## src/hdl/cmfuv_pkg.sv

```systemverilog
// ============================================================================
// cmfuv_pkg
// Shared types and constants for the cube map face and UV block: component
// and coordinate widths, face codes and the transaction payload structs.
// ============================================================================
package cmfuv_pkg;

  // Width of one signed direction component.
  localparam int COMP_BITS  = 16;
  // Width of one unsigned face coordinate (Q0.COORD_BITS).
  localparam int COORD_BITS = 16;

  // Face codes.
  typedef enum logic [2:0] {
    FACE_POS_Z = 3'd0,
    FACE_NEG_Z = 3'd1,
    FACE_POS_X = 3'd2,
    FACE_NEG_X = 3'd3,
    FACE_POS_Y = 3'd4,
    FACE_NEG_Y = 3'd5
  } face_t;

  // Input transaction: one direction vector.
  typedef struct packed {
    logic signed [COMP_BITS-1:0] dir_x;
    logic signed [COMP_BITS-1:0] dir_y;
    logic signed [COMP_BITS-1:0] dir_z;
  } dir_t;

  // Output transaction: selected face and its texture coordinates.
  typedef struct packed {
    face_t                 face;
    logic [COORD_BITS-1:0] coord_u;
    logic [COORD_BITS-1:0] coord_v;
    logic                  invalid;
  } face_uv_t;

endpackage

```

## src/hdl/cube_map_face_uv_core.sv

```systemverilog
// ============================================================================
// cube_map_face_uv_core
// Picks the major-axis cube face of a direction vector and computes the
// face texture coordinates u and v with a one-bit-per-stage divider.
// ============================================================================
//
// Usage:
//   The vec channel (vec_valid, vec_ready, vec) takes one direction vector
//   per transaction; the res channel (res_valid, res_ready, res) returns one
//   face code with coordinates u and v and an invalid flag per vector, in
//   order. A zero vector returns face -z, u = v = 0 and invalid set.
//   Stages: the first stage selects the face, the major magnitude and the
//   two numerators; each of the next COORD_BITS stages produces one
//   quotient bit of u and of v. The result is driven from the registers of
//   the last stage without a further register.
//   Throughput: one transaction per cycle, sustained while res_ready is high,
//   set by each stage's restoring divide step, on a different vector each cycle.
//   Stalls: every stage has its own valid bit and accepts a new transaction
//   whenever it is empty or its content moves on, so bubbles are squeezed
//   out while res_ready is low and up to COORD_BITS + 1 results are held.
//   Reset: rst clears all valid bits; the block is empty and ready at once.
//
module cube_map_face_uv_core (
  input  logic                clk,
  input  logic                rst,
  input  logic                vec_valid,
  output logic                vec_ready,
  input  cmfuv_pkg::dir_t     vec,
  output logic                res_valid,
  input  logic                res_ready,
  output cmfuv_pkg::face_uv_t res
);

  localparam int CB = cmfuv_pkg::COMP_BITS;
  localparam int CW = cmfuv_pkg::COORD_BITS;
  // Face select stage plus one stage per quotient bit.
  localparam int NS = CW + 1;

  // Per-stage control and payload registers.
  logic                   vld   [NS];
  logic                   rdy   [NS];
  cmfuv_pkg::face_t       face  [NS];
  logic                   inval [NS];
  logic                   sat_u [NS];
  logic                   sat_v [NS];
  logic [CB:0]            den   [NS];
  logic [CB:0]            rem_u [NS];
  logic [CB:0]            rem_v [NS];
  logic [CW-1:0]          quo_u [NS];
  logic [CW-1:0]          quo_v [NS];

  // Face selection signals for the first stage.
  logic [CB-1:0]          mag_x, mag_y, mag_z;
  logic                   pos_x, pos_y, pos_z;
  logic signed [CB:0]     ext_x, ext_y, ext_z;
  logic [CB-1:0]          major;
  logic signed [CB:0]     s_sel, t_sel;
  cmfuv_pkg::face_t       face_sel;
  logic signed [CB+1:0]   num_u_wide, num_v_wide;
  logic [CB:0]            num_u, num_v, den_sel;

  // Ready chain: a stage can load when it is empty or its content leaves.
  always_comb begin
    rdy[NS-1] = !vld[NS-1] || res_ready;
    for (int i = NS - 2; i >= 0; i--) begin
      rdy[i] = !vld[i] || rdy[i+1];
    end
  end

  assign vec_ready = rdy[0];

  // Magnitudes, signs and major axis selection.
  always_comb begin
    ext_x = {vec.dir_x[CB-1], vec.dir_x};
    ext_y = {vec.dir_y[CB-1], vec.dir_y};
    ext_z = {vec.dir_z[CB-1], vec.dir_z};
    mag_x = vec.dir_x[CB-1] ? (~vec.dir_x + 1'b1) : vec.dir_x;
    mag_y = vec.dir_y[CB-1] ? (~vec.dir_y + 1'b1) : vec.dir_y;
    mag_z = vec.dir_z[CB-1] ? (~vec.dir_z + 1'b1) : vec.dir_z;
    pos_x = !vec.dir_x[CB-1] && (vec.dir_x != '0);
    pos_y = !vec.dir_y[CB-1] && (vec.dir_y != '0);
    pos_z = !vec.dir_z[CB-1] && (vec.dir_z != '0);

    if ((mag_x > mag_y) && (mag_x > mag_z)) begin
      major    = mag_x;
      face_sel = pos_x ? cmfuv_pkg::FACE_POS_X : cmfuv_pkg::FACE_NEG_X;
      s_sel    = pos_x ? -ext_z : ext_z;
      t_sel    = ext_y;
    end else if (mag_y > mag_z) begin
      major    = mag_y;
      face_sel = pos_y ? cmfuv_pkg::FACE_POS_Y : cmfuv_pkg::FACE_NEG_Y;
      s_sel    = ext_x;
      t_sel    = pos_y ? -ext_z : ext_z;
    end else begin
      major    = mag_z;
      face_sel = pos_z ? cmfuv_pkg::FACE_POS_Z : cmfuv_pkg::FACE_NEG_Z;
      s_sel    = pos_z ? ext_x : -ext_x;
      t_sel    = ext_y;
    end

    // Numerators lie in [0, 2m]; the divisor is 2m.
    num_u_wide = $signed({2'b00, major}) + $signed({s_sel[CB], s_sel});
    num_v_wide = $signed({2'b00, major}) - $signed({t_sel[CB], t_sel});
    num_u      = num_u_wide[CB:0];
    num_v      = num_v_wide[CB:0];
    den_sel    = {major, 1'b0};
  end

  // Valid bits of all stages.
  always_ff @(posedge clk) begin
    if (rst) begin
      for (int i = 0; i < NS; i++) begin
        vld[i] <= 1'b0;
      end
    end else begin
      if (rdy[0]) begin
        vld[0] <= vec_valid;
      end
      for (int i = 1; i < NS; i++) begin
        if (rdy[i]) begin
          vld[i] <= vld[i-1];
        end
      end
    end
  end

  // First stage payload: face, divisor and numerators.
  always_ff @(posedge clk) begin
    if (rdy[0] && vec_valid) begin
      face[0]  <= face_sel;
      inval[0] <= (major == '0);
      sat_u[0] <= (num_u == den_sel);
      sat_v[0] <= (num_v == den_sel);
      den[0]   <= den_sel;
      rem_u[0] <= num_u;
      rem_v[0] <= num_v;
      quo_u[0] <= '0;
      quo_v[0] <= '0;
    end
  end

  // Divide stages: each produces one quotient bit of u and of v.
  for (genvar k = 1; k < NS; k++) begin : g_div
    logic [CB+1:0] dbl_u, dbl_v, dif_u, dif_v;
    logic          bit_u, bit_v;

    always_comb begin
      dbl_u = {rem_u[k-1], 1'b0};
      dbl_v = {rem_v[k-1], 1'b0};
      dif_u = dbl_u - {1'b0, den[k-1]};
      dif_v = dbl_v - {1'b0, den[k-1]};
      bit_u = (dbl_u >= {1'b0, den[k-1]});
      bit_v = (dbl_v >= {1'b0, den[k-1]});
    end

    always_ff @(posedge clk) begin
      if (rdy[k] && vld[k-1]) begin
        face[k]  <= face[k-1];
        inval[k] <= inval[k-1];
        sat_u[k] <= sat_u[k-1];
        sat_v[k] <= sat_v[k-1];
        den[k]   <= den[k-1];
        rem_u[k] <= bit_u ? dif_u[CB:0] : dbl_u[CB:0];
        rem_v[k] <= bit_v ? dif_v[CB:0] : dbl_v[CB:0];
        quo_u[k] <= {quo_u[k-1][CW-2:0], bit_u};
        quo_v[k] <= {quo_v[k-1][CW-2:0], bit_v};
      end
    end
  end

  // Result: a zero vector gives zero coordinates, exactly 1.0 saturates.
  always_comb begin
    res_valid   = vld[NS-1];
    res.face    = face[NS-1];
    res.invalid = inval[NS-1];
    if (inval[NS-1]) begin
      res.coord_u = '0;
      res.coord_v = '0;
    end else begin
      res.coord_u = sat_u[NS-1] ? {CW{1'b1}} : quo_u[NS-1];
      res.coord_v = sat_v[NS-1] ? {CW{1'b1}} : quo_v[NS-1];
    end
  end

endmodule

```

## config.mk

```make
export PLATFORM = sky130hd
export DESIGN_NAME = cube_map_face_uv_core
export DESIGN_NICKNAME = d
export VERILOG_FILES = /design/src/hdl/cmfuv_pkg.sv /design/src/hdl/cube_map_face_uv_core.sv
export SDC_FILE = /design/constraint.sdc
export NUM_CORES = 2
export LEC_CHECK = 0
export BUFFER_PORTS_ARGS = -buffer_cell sky130_fd_sc_hd__buf_4
export CAP_MARGIN = 10
export CORE_UTILIZATION = 56
export CTS_CLUSTER_SIZE = 25
export DETAILED_ROUTE_END_ITERATION = 8
export HOLD_SLACK_MARGIN = 0.03
export PLACE_DENSITY = 0.78
export SLEW_MARGIN = 40
export SYNTH_ARGS = -nofsm -noshare
export SYNTH_HDL_FRONTEND = slang
export SYNTH_SLANG_ARGS = --single-unit
```

## constraint.sdc

```tcl
create_clock -name clk -period 9 [get_ports clk]
set_input_delay 0.45 -clock clk [delete_from_list [all_inputs] [get_ports clk]]
set_output_delay 0.45 -clock clk [all_outputs]
set_load 0.1 [all_outputs]
```

=== Word-level counts from Yosys, hierarchy flattened ===
Memory sizes are Yosys's and may differ from the RTL's.
Index checks and enable logic that the tools add are counted.
W data, S select, Z words.

* Register bits after elaboration: 0
* RAM bits: 1530
* Input bits: 52
* Output and inout port bits: 38
* Logic and storage cells: 324
* Memories: 10

* $add $sub $neg: 39
* Order comparisons: 35
* Equal/unequal tests: 2
* Multiplexer cells: 156
* Bitwise logic cells: 20
* Reduce and logical (&&, ||, !) cells: 62

{| class="wikitable"
|+ Memory list
! name !! depth !! width !! read ports !! clocked after Yosys merged registers in !! write ports !! line !! source
|-
| den || 17 || 17 || 16 || 0 || 17 || cube_map_face_uv_core.sv:46 || <nowiki>logic [CB:0] den [NS];</nowiki>
|-
| rem_u || 17 || 17 || 16 || 0 || 17 || cube_map_face_uv_core.sv:47 || <nowiki>logic [CB:0] rem_u [NS];</nowiki>
|-
| rem_v || 17 || 17 || 16 || 0 || 17 || cube_map_face_uv_core.sv:48 || <nowiki>logic [CB:0] rem_v [NS];</nowiki>
|-
| quo_u || 17 || 16 || 17 || 0 || 17 || cube_map_face_uv_core.sv:49 || <nowiki>logic [CW-1:0] quo_u [NS];</nowiki>
|-
| quo_v || 17 || 16 || 17 || 0 || 17 || cube_map_face_uv_core.sv:50 || <nowiki>logic [CW-1:0] quo_v [NS];</nowiki>
|-
| face || 17 || 3 || 17 || 0 || 17 || cube_map_face_uv_core.sv:42 || <nowiki>cmfuv_pkg::face_t face [NS];</nowiki>
|-
| 4 more memories || - || - || - || - || - || - ||
|}

{| class="wikitable"
|+ Operators with widths
! kind !! count
|-
| $mux W17 || 39
|-
| $ge A18 B17 Y1 || 32
|-
| $sub A17 B17 Y17 || 33
|-
| $mux W16 || 7
|-
| $mux W1 || 107
|-
| $add A16 B1 Y16 const B || 3
|-
| $gt A16 B16 Y1 || 3
|-
| $not A16 Y16 || 3
|-
| $reduce_bool A16 Y1 || 3
|-
| $eq A17 B17 Y1 || 2
|-
| $neg A16 Y17 || 2
|-
| $mux W32 || 1
|-
| $logic_and A1 B1 Y1 || 21
|-
| $logic_not A1 Y1 || 20
|-
| $add A17 B17 Y17 || 1
|-
| $logic_or A1 B1 Y1 || 17
|-
| $or A1 B1 Y1 || 17
|-
| $logic_not A16 Y1 || 1
|-
| $mux W3 || 2
|}

=== Depth between registers and ports, before layout ===
An unclocked memory read counts as a cell.

* Depth in word-level cells: 23
* Gate-level depth with buffers: 41
* Gate-level depth less buffers: 38

=== Worst setup path after synthesis ===
No wires, ideal clock.

* Path kind: input -> register
* Start: input port vec[32] in the netlist's numbering
* End: memory sat_u[0][0], data pin
* Library setup time: 176 ps
* Data arrival time: 7739 ps
* Required time: 8824 ps
* Path slack: 1085 ps
* Cell stages on the path: 37
* Buffers on the path: 2
* Path through: or3_1 > or3_1 > or3_1 > or3_1 > o31ai_1 > xnor2_1 > ha_1 > nand3_1 > nor2_1 > nand2_1 > a2111oi_4 > a211oi_2 > nor2_1 > nand2_1 > inv_1 > clkbuf_1 > clkbuf_1 > o21ai_0 > ha_1 > fa_1 > a21o_1 > a21oi_1 > o21bai_1 > a21oi_1 > o21bai_1 > a21oi_1 > o21bai_1 > a21oi_1 > o21bai_1 > a21oi_1 > o211ai_1 > a21o_1 > a21oi_1 > xor2_1 > xnor2_1 > nand2_1 > nor4_1

{| class="wikitable"
|+ RTL lines
! item !! line !! source
|-
| start: declaration || cube_map_face_uv_core.sv:28 || <nowiki>input cmfuv_pkg::dir_t vec,</nowiki>
|-
| end: declaration || cube_map_face_uv_core.sv:44 || <nowiki>logic sat_u [NS];</nowiki>
|}

==> summary.md <==
| Metric | Value |
|---|---|
| Result of the run | completed |
| Area leader, netlist | edfxtp_1 |
| Combined global-route utilization of all metal layers | 0.270 |
| Floorplan die area | 122,000 µm² |
| Logic depth of the worst register-to-register path | 13 |
| First-pass GRT wire length | 253 mm |
| Number of optimization iterations in the first detailed-route pass | 7 |
| Synthesized cell area | 67,400 µm² |
| Capture point of the critical path | sat_u[0][0]$_DFFE_PP_ |
| Cell family with the largest share of critical-path delay | compound AO/OA/AOI/OAI gates |
| Setup slack after placement | 0.413 ns |
| Layout Skew | 0.0346 ns |
| RePlAce Congestion | 0.997 |
| Cell count after synthesis | 6,215 |
| Drt initial violations | 3,756 |
| Clock Path Buffers | 3 |
| Die X | 349 µm |
| Worst-case register-to-register setup slack | 4.23 ns |
| Slew margin rel. | 0.446 |
| Pin count of the biggest net entering global routing | 83 |
| Clock tree from TritonCTS | yes |
| Vias per Instance | 5.71 |
| Crit-path most repeated cell | a21oi_1 |
| Worst hold-check slack | 0.125 ns |
| Layer with the highest usage after global routing | met2 |
| Max incr delay on CP | 0.50 ns |
| Worst setup startpoint | vec[32] |
| Starting density of the core | 0.568 |
| DP Area | 70,400 µm² |
| Layout overhead on the synthesized area | 10.3% |
| Setup Buffers After CTS | 0 |
| Maximum net fanout on the critical path | 15 |
| Number of global-route vias before repair | 44,800 |
| Setup TNS | 0 ns |
| Final worst-path setup slack | 1.11 ns |
| Die height | 349 µm |
| Worst path depth | 37 |
| Share of flip-flops with an asynchronous set or reset after synthesis | 0 |
| Path type of the worst setup path | primary input to register |
| Sequential element share of the synthesized area | 0.517 |
| Post-Syn Nets | 6,885 |
| R2r endpoint | rem_u[0][9]$_DFFE_PP_ |
| Leakage component of the power | 29.5 nW |
| Time the worst path needs with I/O delays and setup | 7.89 ns |
| Remaining design rule violation count | 0 |
| Critical path buffer and inverter count | 3 |
| Proportion of layout cells with a drive suffix above 1 | 0.0819 |
| NumNets Final | 7,056 |
| TritonCTS Buffers | 118 |
| Vias | 46,200 |
| Met3 GRT Util | 0.0275 |
| HPWL Detailed | 129 mm |
| Post-synthesis average cell area | 10.8 µm² |
| Class of the tightest hold or removal check | primary input to register |
| Least-Margin Pin Slew | 0.831 ns |
| Non-filler instance count after layout | 8,083 |
| Port Buf Inserts | 89 |
| Setup repair after global routing missed its margin | false |
| Critical Path Start Type | primary input |
| Area share of the largest cell type after synthesis | 0.517 |
| Library cells used by synthesis | 100 |
| Post-Route WL | 166 mm |
| Final Hold Viols | 0 |
| Count of inserted antenna diode cells | 0 |
| Critical Path End Type | register |
| Number of antenna violations at the first check in global routing | 1 |
| Number of hold buffers added after CTS | 0 |
| Met1 global-route usage | 0.354 |
| WP data required | 9.53 ns |
| Level count of the clock H-tree | 3 |
| Count of boundary I/O pins | 90 |
| Post-synth EDFFs | 1,161 |
| Clock sink count | 1,161 |
| Total global routing overflow | 0 |
| Number of resized instances in the post-cts repair step | 0 |
| Worst skew pair latency | 0.71 ns |
| GR met2 Demand/Resource | 0.461 |
| Slowest library cell on the worst path | or3_1 |
| Detail-routed net length per standard cell | 20.5 µm |
| Most frequently used flop master after synthesis | edfxtp_1 |
| Top cells by area, synth | edfxtp_1 52%, ha_1 11%, a21oi_1 5.5%, xnor2_1 4.1%, inv_1 3.6% |
| DRT antenna net count | 0 |
| Maximum clock rate | 127 MHz |
| Clock-pin slew on the worst setup and hold paths | 0.06 ns |
| # placed instances | 7,864 |
| Arrival time at the worst endpoint | 8.41 ns |
| Final slew viol count | 0 |
| Final design instance area without fill | 74,300 µm² |
| CTS root buf | clkbuf_16 |
| Setup violators final | 0 |
| Yosys warnings | 0 |
| Final period utilization | 0.876 |
| Site Rows | 126 |
| Power density normalized to cell area | 204 nW/µm² |
| Reg2Reg Launch Point | vld[1][0]$_SDFFCE_PP0P_ |
| Peak ir drop on the vdd network | 344 µV |
| Core area | 119,000 µm² |
| Number of flip-flops and latches in the synthesized netlist | 1,161 |
| Max cap viols | 0 |
-- cells in the mapped netlist, drive strengths merged, types with 5 or more instances --
library cell  instances
buf                  21
mux2                 68
xnor2               313
o41ai                 7
o21bai               24
nor4                 35
mux2i                 7
fa                   32
a2111oi               5
o22ai                31
a211o                 8
a31oi                 7
or4                   7
inv                 656
nor3                 30
or2                  20
xor2                118
o21a                 13
o31ai                13
nor2                581
a21oi               739
nor2b                97
nand4               107
nand3               164
a211oi               19
a21o                117
and2                 59
ha                  586
a21boi               98
o211ai               14
o21ai               326
o31a                  5
and3                  8
edfxtp             1161
nand2               259
or3                  58
clkbuf              101
nand2b              247
-- cell families after synthesis --
kind of cell    Yosys count  synth area share
compound gates         1457             0.126
xor+xnor                432            0.0567
fa+ha+maj               622             0.119
buf+inv                 778            0.0441
flops                  1161             0.517
mux                      75            0.0127
simple gates           1690             0.124
-- flip-flops by register name (all words and copies together) (netlist names) --
name / count
rem_v: 257
den: 256
sat_u: 17
quo_v: 136
quo_u: 136
vld: 17
face: 51
sat_v: 17
rem_u: 257
inval: 17
-- layout by cell type (no fill, tap or decap), types with 8 or more instances in the layout --
cell       instances
fa_1              32
and3_1             8
or3_1             58
clkinv_1          19
o21a_1            12
clkbuf_1          22
xor2_1           115
a211o_1            8
mux2_2            68
ha_1             586
a21oi_1          706
xnor2_1          311
a21o_1           117
o211ai_1          10
edfxtp_1        1161
nor4_1            34
o21ai_0          318
o31ai_1           11
nand4_1          106
nor2_1           580
or2_2             15
buf_4            165
o22ai_1           31
and2_1            52
nand2_1          257
nand3_1          164
inv_1            655
a21boi_0          95
clkinv_2          30
clkbuf_16        121
a211oi_1          17
a21oi_2           33
bufinv_16         10
o21bai_1          24
nor3_1            30
nor2b_1           91
nand2b_1         247
-- through the flow --
step | total power (W) | util
after floorplan | 0.00924 | -
after global placement | 0.0103 | 0.593
after detailed placement | 0.0104 | 0.593
after CTS | 0.0152 | 0.625
after global routing | 0.0158 | 0.626
final | 0.0152 | 0.626
-- cell type report --
type | instances | area, µm²
Inverter | 656 | 2470
Timing Repair Buffer | 173 | 1360
Clock inverter | 74 | 682
Clock buffer | 143 | 3110
Tap cell | 1600 | 2000
Sequential cell | 1161 | 34900
Multi-Input combinational cell | 4276 | 29800
Fill cell | 9271 | 44400
-- routing by layer --
metal | vias up | share of wire
met5 | - | 0
met4 | 0 | 0.041
li1 | 22600 | -
met2 | 1251 | 0.48
met1 | 22000 | 0.43
met3 | 318 | 0.047
-- worst min-delay path by stage --
stage | start | end | slack, ns | depth (start not counted)
global placement | quo_u[0][151]$_DFFE_PP_ | quo_u[0][168]$_DFFE_PP_ | 0.40 | 0
CTS | vec_valid | vld[0][0]$_SDFFCE_PP0P_ | 0.08 | 2
finish | vec_valid | vld[0][0]$_SDFFCE_PP0P_ | 0.13 | 2
detailed placement | face[1][9]$_DFFE_PP_ | face[1][12]$_DFFE_PP_ | 0.40 | 0
global route | vec_valid | vld[0][0]$_SDFFCE_PP0P_ | 0.1 | 2
floorplan | face[0][7]$_DFFE_PP_ | face[0][10]$_DFFE_PP_ | 0.40 | 0
-- power by group --
part	internal [W]	total, W	switching (W)
combinational	0.00151	0.00381	0.00230
clock	0.00274	0.00481	0.00207
sequential	0.00632	0.00655	0.000232
Power figures use the tool's default switching activity.
